===== config.mk =====
export PLATFORM = sky130hd
export DESIGN_NAME = xor_product_parity_encoder_flat
export DESIGN_NICKNAME = d
export VERILOG_FILES = /design/src/design/xppe_pkg.sv /design/src/design/xppe_if.sv /design/src/design/xppe_colmem.sv /design/src/design/xor_product_parity_encoder.sv /design/src/flat_wrapper.sv
export SDC_FILE = /design/constraint.sdc
export NUM_CORES = 1
export LEC_CHECK = 0
export BUFFER_PORTS_ARGS = -buffer_cell sky130_fd_sc_hd__buf_2
export CAP_MARGIN = 25
export CORE_MARGIN = 1
export CORE_UTILIZATION = 50
export DETAILED_ROUTE_END_ITERATION = 16
export PLACE_DENSITY = 0.72
export SETUP_SLACK_MARGIN = 0.15
export SLEW_MARGIN = 40
export SYNTH_ARGS = -nofsm -noshare
export SYNTH_HDL_FRONTEND = slang
export SYNTH_HIERARCHICAL = 1
export SYNTH_SLANG_ARGS = --single-unit

===== constraint.sdc =====
create_clock -name clk -period 5.63 [get_ports clk]
set_input_delay 1.126 -clock clk [delete_from_list [all_inputs] [get_ports clk]]
set_output_delay 1.126 -clock clk [all_outputs]
set_load 0.005 [all_outputs]

===== src/design/xppe_pkg.sv =====
`timescale 1ns / 1ps
// ----------------------------------------------------------------------------
// xppe_pkg
// Shared widths, byte-kind codes, register indexes and types for the
// row/column XOR parity product encoder.
// ----------------------------------------------------------------------------
package xppe_pkg;

  localparam int BYTE_W      = 8;
  localparam int KIND_W      = 2;
  localparam int ROW_WIDTH_W = 6;
  localparam int ROW_COUNT_W = 24;
  localparam int CFG_ADDR_W  = 1;
  localparam int CFG_DATA_W  = 24;

  // byte kinds on the result channel
  localparam logic [KIND_W-1:0] KIND_INDEX   = 2'd0;
  localparam logic [KIND_W-1:0] KIND_PAYLOAD = 2'd1;
  localparam logic [KIND_W-1:0] KIND_ROWPAR  = 2'd2;
  localparam logic [KIND_W-1:0] KIND_COLPAR  = 2'd3;

  // configuration register indexes
  localparam logic [CFG_ADDR_W-1:0] CFG_ROW_WIDTH = 1'b0;
  localparam logic [CFG_ADDR_W-1:0] CFG_ROW_COUNT = 1'b1;

  // column parity memory commands
  typedef struct packed {
    logic wr_en;   // write one entry, mark it valid
    logic clr_all; // drop all entries back to zero
  } cm_cmd_t;

endpackage


===== src/design/xppe_if.sv =====
`timescale 1ns / 1ps
// ----------------------------------------------------------------------------
// xppe_if
// Valid/ready channels: payload byte input and encoded byte output.
// ----------------------------------------------------------------------------
interface xppe_in_if;
  logic                        valid;
  logic                        ready;
  logic [xppe_pkg::BYTE_W-1:0] in_byte;

  modport source (output valid, output in_byte, input ready);
  modport sink   (input valid, input in_byte, output ready);
endinterface

interface xppe_out_if;
  logic                        valid;
  logic                        ready;
  logic [xppe_pkg::BYTE_W-1:0] out_byte;
  logic [xppe_pkg::KIND_W-1:0] byte_kind;
  logic                        last_of_row;
  logic                        last_of_block;

  modport source (output valid, output out_byte, output byte_kind,
                  output last_of_row, output last_of_block, input ready);
  modport sink   (input valid, input out_byte, input byte_kind,
                  input last_of_row, input last_of_block, output ready);
endinterface


===== src/design/xppe_colmem.sv =====
`timescale 1ns / 1ps
// ----------------------------------------------------------------------------
// xppe_colmem
// Column parity store: one-write/one-read synchronous RAM with a valid bit
// per entry; entries not valid read as zero.
// ----------------------------------------------------------------------------
module xppe_colmem #(
  parameter int DEPTH = 32,
  parameter int AW    = 5
) (
  input  logic                        clk,
  input  logic                        rst_n,
  input  xppe_pkg::cm_cmd_t           cmd,
  input  logic [AW-1:0]               wr_addr,
  input  logic [xppe_pkg::BYTE_W-1:0] wr_data,
  input  logic [AW-1:0]               rd_addr,
  output logic [xppe_pkg::BYTE_W-1:0] rd_data
);
  import xppe_pkg::*;

  logic [BYTE_W-1:0] mem [DEPTH];
  logic [DEPTH-1:0]  valid_r;
  logic [BYTE_W-1:0] rd_q_r;
  logic              rd_vld_r;

  always_ff @(posedge clk) begin
    if (cmd.wr_en) begin
      mem[wr_addr] <= wr_data;
    end
    rd_q_r <= mem[rd_addr];
  end

  always_ff @(posedge clk) begin
    if (!rst_n) begin
      valid_r  <= '0;
      rd_vld_r <= 1'b0;
    end else begin
      rd_vld_r <= valid_r[rd_addr];
      if (cmd.clr_all) begin
        valid_r <= '0;
      end else if (cmd.wr_en) begin
        valid_r[wr_addr] <= 1'b1;
      end
    end
  end

  assign rd_data = rd_vld_r ? rd_q_r : '0;

endmodule


===== src/design/xor_product_parity_encoder.sv =====
`timescale 1ns / 1ps
// ----------------------------------------------------------------------------
// xor_product_parity_encoder
// Row/column XOR parity product encoder. Payload bytes come in row-major;
// each row goes out as big-endian row index bytes, the payload bytes and a
// row parity byte. After the last row a parity row (index = row count,
// column parities, its own row parity) closes the block.
//
//   channel   dir  handshake       payload
//   in_item   in   valid/ready     in_byte[7:0]
//   out_item  out  valid/ready     out_byte[7:0], byte_kind[1:0],
//                                  last_of_row, last_of_block
//   cfg_*     in   cfg_we only     cfg_index[0], cfg_data[23:0]
//
// Sequence: one item in flight at a time. A mid-row item is accepted and
// then sends its payload byte. INDEX_BYTES index bytes precede the first
// item of a row, the row parity byte follows its last, and the parity row
// follows the last of a block; one output byte per cycle unless stalled,
// paced by the column parity RAM's single read port during the sweep.
// Reset: synchronous, active low; column parities clear through per-entry
// valid bits, so no clearing pass is needed.
// Stalls: out_item.ready low with a byte pending freezes the sequencer; the
// output register holds its byte. in_item.ready is high only while idle.
// ----------------------------------------------------------------------------
module xor_product_parity_encoder #(
  parameter int MAX_ROW_WIDTH = 32,
  parameter int INDEX_BYTES   = 3
) (
  input  logic                            clk,
  input  logic                            rst_n,
  xppe_in_if.sink                         in_item,
  xppe_out_if.source                      out_item,
  input  logic                            cfg_we,
  input  logic [xppe_pkg::CFG_ADDR_W-1:0] cfg_index,
  input  logic [xppe_pkg::CFG_DATA_W-1:0] cfg_data
);
  import xppe_pkg::*;

  localparam int AW = (MAX_ROW_WIDTH > 1) ? $clog2(MAX_ROW_WIDTH) : 1;
  localparam int KW = (INDEX_BYTES > 1) ? $clog2(INDEX_BYTES) : 1;
  localparam int CW = ROW_WIDTH_W + 1; // column compare width

  localparam logic [ROW_WIDTH_W-1:0] MAX_W   = ROW_WIDTH_W'(MAX_ROW_WIDTH);
  localparam logic [AW-1:0]          COL_TOP = AW'(MAX_ROW_WIDTH - 1);
  localparam logic [KW-1:0]          K_TOP   = KW'(INDEX_BYTES - 1);

  // sequencer states
  localparam logic [2:0] S_IDLE = 3'd0; // wait for an item
  localparam logic [2:0] S_RIDX = 3'd1; // row index bytes
  localparam logic [2:0] S_PAY  = 3'd2; // payload byte + column RMW
  localparam logic [2:0] S_RPAR = 3'd3; // row parity byte
  localparam logic [2:0] S_PIDX = 3'd4; // parity row index bytes
  localparam logic [2:0] S_COLP = 3'd5; // column parity sweep
  localparam logic [2:0] S_FPAR = 3'd6; // parity row's own parity

  // config registers
  logic [ROW_WIDTH_W-1:0] rw_r;
  logic [ROW_COUNT_W-1:0] rc_r;

  // sequencer state
  logic [2:0]             state_r,   state_nxt;
  logic [BYTE_W-1:0]      byte_r,    byte_nxt;
  logic [AW-1:0]          col_r,     col_nxt;   // column of current item
  logic [AW-1:0]          cpos_r,    cpos_nxt;  // column of next item
  logic [ROW_COUNT_W-1:0] rpos_r,    rpos_nxt;
  logic [BYTE_W-1:0]      rp_r,      rp_nxt;    // running row parity
  logic [KW-1:0]          k_r,       k_nxt;     // index byte, from LSB
  logic [ROW_COUNT_W-1:0] idx_val_r, idx_val_nxt;
  logic [AW-1:0]          j_r,       j_nxt;     // sweep column

  // output register
  logic              out_valid_r, out_valid_nxt;
  logic [BYTE_W-1:0] out_byte_r,  out_byte_nxt;
  logic [KIND_W-1:0] out_kind_r,  out_kind_nxt;
  logic              out_lor_r,   out_lor_nxt;
  logic              out_lob_r,   out_lob_nxt;

  // datapath
  logic [ROW_WIDTH_W-1:0] w_eff;
  logic [ROW_COUNT_W-1:0] rc_eff;
  logic [AW-1:0]          col_eff;
  logic [CW-1:0]          col_inc, j_inc;
  logic                   col_more, j_more, row_more;
  logic [ROW_COUNT_W-1:0] idx_sh;
  logic [BYTE_W-1:0]      idx_byte;
  logic                   accept, emit;

  // column parity RAM
  cm_cmd_t           cm_cmd;
  logic [AW-1:0]     cm_rd_addr;
  logic [BYTE_W-1:0] cm_rd_data;

  xppe_colmem #(
    .DEPTH (MAX_ROW_WIDTH),
    .AW    (AW)
  ) u_colmem (
    .clk     (clk),
    .rst_n   (rst_n),
    .cmd     (cm_cmd),
    .wr_addr (col_r),
    .wr_data (cm_rd_data ^ byte_r),
    .rd_addr (cm_rd_addr),
    .rd_data (cm_rd_data)
  );

  // effective width and count: zero reads as one, width saturates
  always_comb begin
    if (rw_r == '0) begin
      w_eff = ROW_WIDTH_W'(1);
    end else if (rw_r > MAX_W) begin
      w_eff = MAX_W;
    end else begin
      w_eff = rw_r;
    end
  end

  assign rc_eff  = (rc_r == '0) ? ROW_COUNT_W'(1) : rc_r;
  assign col_eff = (ROW_WIDTH_W'(cpos_r) >= MAX_W) ? COL_TOP : cpos_r;

  assign col_inc  = CW'(col_r) + CW'(1);
  assign j_inc    = CW'(j_r) + CW'(1);
  assign col_more = col_inc < CW'(w_eff);
  assign j_more   = j_inc < CW'(w_eff);
  assign row_more = ({1'b0, rpos_r} + (ROW_COUNT_W + 1)'(1)) < {1'b0, rc_eff};

  // big-endian index bytes: k counts down from the top byte
  assign idx_sh   = idx_val_r >> {k_r, 3'b000};
  assign idx_byte = idx_sh[BYTE_W-1:0];

  assign in_item.ready = (state_r == S_IDLE);
  assign accept        = in_item.valid && (state_r == S_IDLE);
  assign emit          = (state_r != S_IDLE) && (!out_valid_r || out_item.ready);

  // RAM read address: the item's column while a row item runs; entry 0
  // ahead of the sweep, then one ahead of the byte being sent
  always_comb begin
    unique case (state_r)
      S_IDLE:  cm_rd_addr = col_eff;
      S_PIDX:  cm_rd_addr = '0;
      S_COLP:  cm_rd_addr = (emit && j_more) ? j_inc[AW-1:0] : j_r;
      default: cm_rd_addr = col_r;
    endcase
  end

  always_comb begin
    state_nxt     = state_r;
    byte_nxt      = byte_r;
    col_nxt       = col_r;
    cpos_nxt      = cpos_r;
    rpos_nxt      = rpos_r;
    rp_nxt        = rp_r;
    k_nxt         = k_r;
    idx_val_nxt   = idx_val_r;
    j_nxt         = j_r;
    cm_cmd        = '0;
    out_valid_nxt = out_valid_r && !out_item.ready;
    out_byte_nxt  = out_byte_r;
    out_kind_nxt  = out_kind_r;
    out_lor_nxt   = out_lor_r;
    out_lob_nxt   = out_lob_r;

    if (emit) begin
      out_valid_nxt = 1'b1;
      out_lor_nxt   = 1'b0;
      out_lob_nxt   = 1'b0;
    end

    unique case (state_r)
      S_IDLE: begin
        if (accept) begin
          byte_nxt = in_item.in_byte;
          col_nxt  = col_eff;
          if (col_eff == '0) begin
            rp_nxt      = '0;
            k_nxt       = K_TOP;
            idx_val_nxt = rpos_r;
            state_nxt   = S_RIDX;
          end else begin
            state_nxt = S_PAY;
          end
        end
      end
      S_RIDX, S_PIDX: begin
        if (emit) begin
          out_byte_nxt = idx_byte;
          out_kind_nxt = KIND_INDEX;
          rp_nxt       = rp_r ^ idx_byte;
          k_nxt        = k_r - KW'(1);
          if (k_r == '0) begin
            j_nxt     = '0;
            state_nxt = (state_r == S_RIDX) ? S_PAY : S_COLP;
          end
        end
      end
      S_PAY: begin
        if (emit) begin
          out_byte_nxt = byte_r;
          out_kind_nxt = KIND_PAYLOAD;
          rp_nxt       = rp_r ^ byte_r;
          cm_cmd.wr_en = 1'b1;
          if (col_more) begin
            cpos_nxt  = col_inc[AW-1:0];
            state_nxt = S_IDLE;
          end else begin
            state_nxt = S_RPAR;
          end
        end
      end
      S_RPAR: begin
        if (emit) begin
          out_byte_nxt = rp_r;
          out_kind_nxt = KIND_ROWPAR;
          out_lor_nxt  = 1'b1;
          rp_nxt       = '0;
          cpos_nxt     = '0;
          if (row_more) begin
            rpos_nxt  = rpos_r + ROW_COUNT_W'(1);
            state_nxt = S_IDLE;
          end else begin
            k_nxt       = K_TOP;
            idx_val_nxt = rc_eff;
            state_nxt   = S_PIDX;
          end
        end
      end
      S_COLP: begin
        if (emit) begin
          out_byte_nxt = cm_rd_data;
          out_kind_nxt = KIND_COLPAR;
          rp_nxt       = rp_r ^ cm_rd_data;
          if (j_more) begin
            j_nxt = j_inc[AW-1:0];
          end else begin
            state_nxt = S_FPAR;
          end
        end
      end
      S_FPAR: begin
        if (emit) begin
          out_byte_nxt   = rp_r;
          out_kind_nxt   = KIND_ROWPAR;
          out_lor_nxt    = 1'b1;
          out_lob_nxt    = 1'b1;
          rp_nxt         = '0;
          rpos_nxt       = '0;
          cm_cmd.clr_all = 1'b1;
          state_nxt      = S_IDLE;
        end
      end
      default: begin
        state_nxt = S_IDLE;
      end
    endcase
  end

  // control state
  always_ff @(posedge clk) begin
    if (!rst_n) begin
      state_r     <= S_IDLE;
      cpos_r      <= '0;
      rpos_r      <= '0;
      rp_r        <= '0;
      out_valid_r <= 1'b0;
      rw_r        <= ROW_WIDTH_W'(1);
      rc_r        <= ROW_COUNT_W'(1);
    end else begin
      state_r     <= state_nxt;
      cpos_r      <= cpos_nxt;
      rpos_r      <= rpos_nxt;
      rp_r        <= rp_nxt;
      out_valid_r <= out_valid_nxt;
      if (cfg_we) begin
        unique case (cfg_index)
          CFG_ROW_WIDTH: rw_r <= cfg_data[ROW_WIDTH_W-1:0];
          CFG_ROW_COUNT: rc_r <= cfg_data[ROW_COUNT_W-1:0];
          default: ;
        endcase
      end
    end
  end

  // payload registers
  always_ff @(posedge clk) begin
    byte_r     <= byte_nxt;
    col_r      <= col_nxt;
    k_r        <= k_nxt;
    idx_val_r  <= idx_val_nxt;
    j_r        <= j_nxt;
    out_byte_r <= out_byte_nxt;
    out_kind_r <= out_kind_nxt;
    out_lor_r  <= out_lor_nxt;
    out_lob_r  <= out_lob_nxt;
  end

  assign out_item.valid         = out_valid_r;
  assign out_item.out_byte      = out_byte_r;
  assign out_item.byte_kind     = out_kind_r;
  assign out_item.last_of_row   = out_lor_r;
  assign out_item.last_of_block = out_lob_r;

endmodule


===== src/flat_wrapper.sv =====
// flat-port wrapper written by rule: the top's interface ports become plain ports
module xor_product_parity_encoder_flat import xppe_pkg::*;
#(
  parameter int MAX_ROW_WIDTH = 32,
  parameter int INDEX_BYTES   = 3
)
  (clk, rst_n, cfg_we, cfg_index, cfg_data, in_item_valid, in_item_in_byte, in_item_ready, out_item_valid, out_item_out_byte, out_item_byte_kind, out_item_last_of_row, out_item_last_of_block, out_item_ready);
  xppe_in_if in_item_i ();
  xppe_out_if out_item_i ();
  input  logic clk;
  input  logic rst_n;
  input  logic cfg_we;
  input  logic [xppe_pkg::CFG_ADDR_W-1:0] cfg_index;
  input  logic [xppe_pkg::CFG_DATA_W-1:0] cfg_data;
  input wire logic [$bits(in_item_i.valid)-1:0] in_item_valid;
  input wire logic [$bits(in_item_i.in_byte)-1:0] in_item_in_byte;
  output wire logic [$bits(in_item_i.ready)-1:0] in_item_ready;
  output wire logic [$bits(out_item_i.valid)-1:0] out_item_valid;
  output wire logic [$bits(out_item_i.out_byte)-1:0] out_item_out_byte;
  output wire logic [$bits(out_item_i.byte_kind)-1:0] out_item_byte_kind;
  output wire logic [$bits(out_item_i.last_of_row)-1:0] out_item_last_of_row;
  output wire logic [$bits(out_item_i.last_of_block)-1:0] out_item_last_of_block;
  input wire logic [$bits(out_item_i.ready)-1:0] out_item_ready;
  assign in_item_i.valid = in_item_valid;
  assign in_item_i.in_byte = in_item_in_byte;
  assign in_item_ready = in_item_i.ready;
  assign out_item_valid = out_item_i.valid;
  assign out_item_out_byte = out_item_i.out_byte;
  assign out_item_byte_kind = out_item_i.byte_kind;
  assign out_item_last_of_row = out_item_i.last_of_row;
  assign out_item_last_of_block = out_item_i.last_of_block;
  assign out_item_i.ready = out_item_ready;
  xor_product_parity_encoder #(.MAX_ROW_WIDTH(MAX_ROW_WIDTH), .INDEX_BYTES(INDEX_BYTES)) u_core (.clk(clk), .rst_n(rst_n), .in_item(in_item_i), .out_item(out_item_i), .cfg_we(cfg_we), .cfg_index(cfg_index), .cfg_data(cfg_data));
endmodule

======== Word-level counts from Yosys, hierarchy flattened ========
Memories as Yosys holds them, arrays and structs flattened. A register that Yosys moved wholly into a read port is not among the register bits.
Cells that the tools add are included.
cells by class
  add/sub/neg operators ................... 5
  magnitude comparators ................... 7
  eq/ne operators ......................... 20
  shift operators ......................... 1
  multiplexer cells ....................... 76
  bitwise operators ....................... 7
  reduce and logical (&&, ||, !) cells .... 35
operators with widths
  cell                                                                  count
  24-bit two-way mux                                                    8
  24-bit case mux with 2 select lines                                   2
  8-bit two-way mux                                                     11
  5-bit two-way mux                                                     8
  8-bit case mux with 5 select lines                                    1
  32-bit bitwise OR                                                     1
  8-bit case mux with 4 select lines                                    1
  8-bit XOR                                                             4
  3-bit two-way mux                                                     10
  24-bit by 1-bit adder with 25-bit output, second input constant       1
  25-bit by 24-bit < comparator with 1-bit output                       1
  24-bit by 1-bit adder with 24-bit output, second input constant       1
  24-bit logical NOT                                                    1
  2-bit by 1-bit != test with 1-bit output, second input constant       12
  24-bit by 5-bit >> shifter with 8-bit output                          1
  2-bit two-way mux                                                     11
  5-bit case mux with 2 select lines                                    2
  3-bit case mux with 6 select lines                                    1
  5-bit case mux with 3 select lines                                    1
  5-bit AND reduction                                                   3
  7-bit by 6-bit < comparator with 1-bit output                         2
  1-bit two-way mux                                                     14
  5-bit by 1-bit adder with 6-bit output, second input constant         2
  5-bit by 6-bit < comparator with 1-bit output, second input constant  2
  30 further kinds                                                      50
word-level totals
  bits in registers ....................... 160
  bits in writable memories ............... 256
  input port bits ......................... 38
  output and inout bits ................... 14
  memories kept ........................... 1
memories
  memory               depth  bits a word  rd ports  clocked after Yosys merged registers in  wr ports  RTL line           source
  u_core.u_colmem.mem  32     8            1         1                                        1         xppe_colmem.sv:21  logic [BYTE_W-1:0] mem [DEPTH];

======== Longest topological paths before layout ========
  depth in word-level cells ............... 9
  mapped depth ............................ 17

======== By module ========
The synthesis kept the hierarchy.
by module, submodules not included
  module                      times used  cells each  area an instance (sq um)  seq. area each (sq um)
  xppe_colmem                 1           518         11303.3                   8508.2
  xor_product_parity_encoder  1           828         7292.0                    3103.0

======== Worst setup path before layout ========
Ideal clock, no wire load.
  path type ............................... register to register
  start point ............................. register u_core.rpos_r[0]
  end point ............................... register u_core.idx_val_r[0] (enable)
  library setup time ...................... 381 ps
  arrival ................................. 3539 ps
  data required time ...................... 5249 ps
  setup slack ............................. 1710 ps
  cell stages (with the launch flop) ...... 15
  buffers on the path ..................... 0
  cells stage by stage .................... dfxtp_1 ha_1 nand3_1 nor4_4 nand3_2 nor2_2 and3_1 xor2_1 ha_1 and4_1 nand4_1 a21oi_2 nor2_1 or2_2 nand2_1
between the ends
  cells in the longest elaborated chain, start to end .. 4
RTL lines
  element                                          RTL line                           source
  start: declaration                               xor_product_parity_encoder.sv:65   logic [ROW_COUNT_W-1:0] rpos_r, rpos_nxt;
  start signal: assignment                         xor_product_parity_encoder.sv:269  rpos_r <= rpos_nxt;
  24-bit by 1-bit adder with 25-bit output         xor_product_parity_encoder.sv:124  assign row_more = ({1'b0, rpos_r} + (ROW_COUNT_W + 1)'(1)) < {1'b0, rc_eff};
  25-bit by 24-bit < comparator with 1-bit output  xor_product_parity_encoder.sv:124
  2-bit != test (no line)                          n/a
  5-bit AND reduction (no line)                    n/a
  end signal: assignment                           xor_product_parity_encoder.sv:287  idx_val_r <= idx_val_nxt;
  end: declaration                                 xor_product_parity_encoder.sv:68   logic [ROW_COUNT_W-1:0] idx_val_r, idx_val_nxt;
Every way passes these cells.
A chain may end at the register's enable or synchronous reset.

======== Final worst setup path ========
  start point ............................. register u_core.j_r[0]
  end point ............................... register u_core.u_colmem.rd_q_r[1] (read register of u_core.u_colmem.mem)
between the ends
  cells in the longest elaborated chain, start to end .. 5
RTL lines
  element                                        RTL line                           source
  start: declaration                             xor_product_parity_encoder.sv:69   logic [AW-1:0] j_r, j_nxt;
  start signal: assignment                       xor_product_parity_encoder.sv:288  j_r <= j_nxt;
  5-bit by 1-bit adder with 6-bit output         xor_product_parity_encoder.sv:121  assign j_inc = CW'(j_r) + CW'(1);
  via u_core.j_inc[4]                            xor_product_parity_encoder.sv:82   logic [CW-1:0] col_inc, j_inc;
  7-bit by 6-bit < comparator with 1-bit output  xor_product_parity_encoder.sv:123  assign j_more = j_inc < CW'(w_eff);
  1-bit logical AND                              xor_product_parity_encoder.sv:140  S_COLP: cm_rd_addr = (emit && j_more) ? j_inc[AW-1:0] : j_r;
  5-bit two-way mux                              xor_product_parity_encoder.sv:140
  5-bit case mux with 3 select lines             xor_product_parity_encoder.sv:137  unique case (state_r)
  via u_core.cm_rd_addr[1]                       xor_product_parity_encoder.sv:90   logic [AW-1:0] cm_rd_addr;
  end: declaration                               xppe_colmem.sv:23                  logic [BYTE_W-1:0] rd_q_r;
The timed path passes the listed nets, and every way through them passes these cells.

==> metrics <==
violation count after the first detailed-route iteration 999; CTS hold repair buffers 0; chain of cells forming the critical path ha_1, nand3_1, xnor2_1, ha_1, a21oi_1, nand2_1, o21ai_0, a31o_2, nand2_1, mux2i_1, o221ai_4, buf_12, mux4_2, mux4_2, mux2_2; result of the run complete, no violations; clk sink count 424; row count 70; total overflow reported by the global router 0; Pwr per Cell Area 446.6 nW/µm²; proportion of netlist area held by the largest area contributor 50.38%; count of antenna-violating nets left after detailed routing 0; warning count from the yosys run 6; initial standard-cell utilization of the core 50.79%; Peak VDD IR 238.5 µV; adder-cell share of the synthesized area 2.543%; CTS Root Cell clkbuf_16; core box area 36,610 µm²; complex-gate fraction of the synthesized area 7.805%; net count after synthesis 1,421; delay of the slowest critical-path stage 0.61 ns; initial antenna violation count 0; Max Cap Violations 0; worst slack, placed 1.014 ns; number of detailed-route iterations in the first pass 5; largest family of logic cells by synthesized area multiplexers; crit path DAT 5.03 ns; number of enable-type register cells in the synthesized netlist 312; average wire length per cell after detail routing 21.87 µm; chip width 194.9 µm; remaining routing DRC violations 0; Port-buffer cells 51; length of routed wiring on met1 16.84 mm; RSZ-0062 raised after global routing false; cell with the largest stage delay on the worst path o221ai_4; antenna cell count 0; crit end category register; relative max-transition margin 43.84%; worst min path class register to register; number of nets in the final layout 1,466; Simple-Gate Fraction of Synth Area 10.69%; netlist area before placement 18,600 µm²; DRT Wirelength 41.42 mm; post-synthesis async set-or-reset flop share 0%; Clk pin slew, worst setup/hold paths 0.06 ns; Critical Path RT 6.07 ns; most common cell in the netlist edfxtp_1; met3 wirelength from detailed routing 2.602 mm; half-perimeter wire length after placement 26.75 mm; max-slew violation count 0; Final GP Congestion 0.8977; ranking of synthesized cells by area edfxtp_1 (50%), dfxtp_1 (12%), mux4_2 (11%); vias in the first global route 11,280; vias per std cell 5.882; Post-Syn Instances 1,346; vertical extent of the die 194.9 µm; Worst Skew 0.02451 ns; sequential fraction of the synthesis area 62.44%; FMAX 217.7 MHz; synth cell count leaders edfxtp_1 (312), nand2_1 (167), dfxtp_1 (112), nor2_1 (99), mux4_2 (87); Routed met2 length 20.56 mm; CTS tree done; highest metal layer with signal wires met4; vias after detailed routing 11,140; die area 37,970 µm²; Worst Path Max Fanout 56; GRT Resource Usage Total 22.47%; final worst path period share 81.59%; area overhead of the layout relative to synthesis 13.02%; number of buffers added for setup after CTS 0; number of buffers inserted during clock tree synthesis 43; actual slew at the worst max-slew pin 0.8424 ns; Unique masters post-synth 67; static leakage 0.007014 µW; dominant synthesized flop cell edfxtp_1; xor and xnor fraction of the mapped netlist area 2.119%; insertion delay of the later-clocked pin in the worst-skew pair 0.57 ns; library cell with the largest summed area after synthesis edfxtp_1; maximum clock path buffer count 3; global-route wire length before repair 64.56 mm; total number of H-tree levels 2; time the final worst path needs with I/O delays and setup 4.594 ns; final setup vio count 0; classification of the worst setup path register to register; count of final hold-check violations 0; Avg Cell Area, Syn 13.82 µm²; Post-Route Setup TNS 0 ns; count of instances resized after the clock tree is built 0; fraction of final layout cells with drive strength greater than 1 20.90%; fraction of synthesized area in multiplexers 12.12%; number of top-level design ports 52; startpoint class of the critical path register; total of flip-flops plus latches after synthesis 424; slack of the critical path 1.036 ns; largest net degree at the start of global routing 57
worst paths after layout:
kind | to | from | slack, ns | depth (start not counted)
max | u_core/u_colmem/rd_q_r[1] | u_core/j_r[0] | 1.04 | 15
min | u_core/u_colmem/valid_r[27] | u_core/u_colmem/valid_r[27] | 0.46 | 1
max reg2reg | u_core/u_colmem/rd_q_r[1] | u_core/j_r[0] | 1.04 | 15
min reg2reg | u_core/u_colmem/valid_r[27] | u_core/u_colmem/valid_r[27] | 0.46 | 1
report_power, final:
group          total [µW]  switching [µW]  internal, µW
logic                2400            1380          1030
registers            4100             194          3910
clock network        2880            1190          1690
area by class of cell:
class	instances	area, µm²
fill	2864	15590
sequential	424	11610
multi-input combinational	823	6814
clock buffer	57	1230
tap	468	585.6
timing repair buffer	69	435.4
clock inverter	23	227.7
inverter	30	112.6
worst max-delay path: cells and delay by family (launching register included):
family / cells / cell delay (ns)
compound gates: 4 / 1.10
xor+xnor: 1 / 0.17
fa+ha+maj: 2 / 0.56
buf+inv: 1 / 0.39
flops: 1 / 0.48
mux: 4 / 1.38
simple gates: 3 / 0.35
cells by family (layout without fill, tap and decap cells):
logic type                 after synthesis  after routing
and+or+nand+nor                        410            410
muxes                                  115            115
AOI/OAI and AO/OA                      215            215
DFF                                    424            424
adders and majority gates               38             38
xor gates and xnor gates                45             45
buffers and inverters                   99            179
routing by layer:
metal  track usage (%)  up-vias
met5                 0        -
met4             8.749        0
met3             3.314       93
met2             37.62      369
met1             29.68     5529
li1                  -     5149
metrics by stage:
step / area [µm²] / utilization, % / cells / hold slack [ns] / power [µW]
6_report: 21020 / 57.41 / 1894 / 0.4618 / 9386
5_1_grt: 21020 / 57.41 / 1894 / 0.4717 / 9804
4_1_cts: 21000 / 57.35 / 1893 / 0.4611 / 9461
3_5_place_dp: 19540 / 53.37 / 1813 / 0.4476 / 6571
3_3_place_gp: 19390 / 52.96 / 1813 / 0.4406 / 6457
2_1_floorplan: 18600 / - / 1346 / 0.4352 / 5795
sequential cells by signal, summed over array words and instances, names as in the netlist, 6 cells and up, named ones only:
register,flops
u_core/rc_r,24
u_core/u_colmem/rd_q_r,8
u_core/rp_r,8
u_core/rw_r,6
u_core/u_colmem/valid_r,32
u_core/byte_r,8
u_core/out_item.out_byte,8
u_core/u_colmem/mem,256
u_core/rpos_r,24
u_core/idx_val_r,24
cells in the final DEF, fill, tap and decap left out, types with 5 or more instances in the layout:
cell and n:
and4_1 6, nor3_1 8, o21ai_0 54, a22oi_1 13, o211ai_1 12, dfxtp_1 112, xor2_1 15, and2_1 23
buf_2 51, a21oi_1 20, clkbuf_16 44, nor2_1 70, edfxtp_1 312, mux2_2 11, mux4_2 87, nand4_1 7
nand3b_1 20, ha_1 37, nand2b_1 6, nand3_1 21, xnor2_1 22, mux2i_1 17, a21boi_1 12, o21a_1 34
nand2_1 165, clkbuf_8 8, nor2b_1 11, and3_1 7, nor4_1 8, clkbuf_1 5, buf_4 14, nor2_2 30
xor2_4 6, o31ai_1 5, clkinv_1 6, inv_1 30, clkinv_2 9, a21boi_0 36
(Power assumes the default switching activity.)
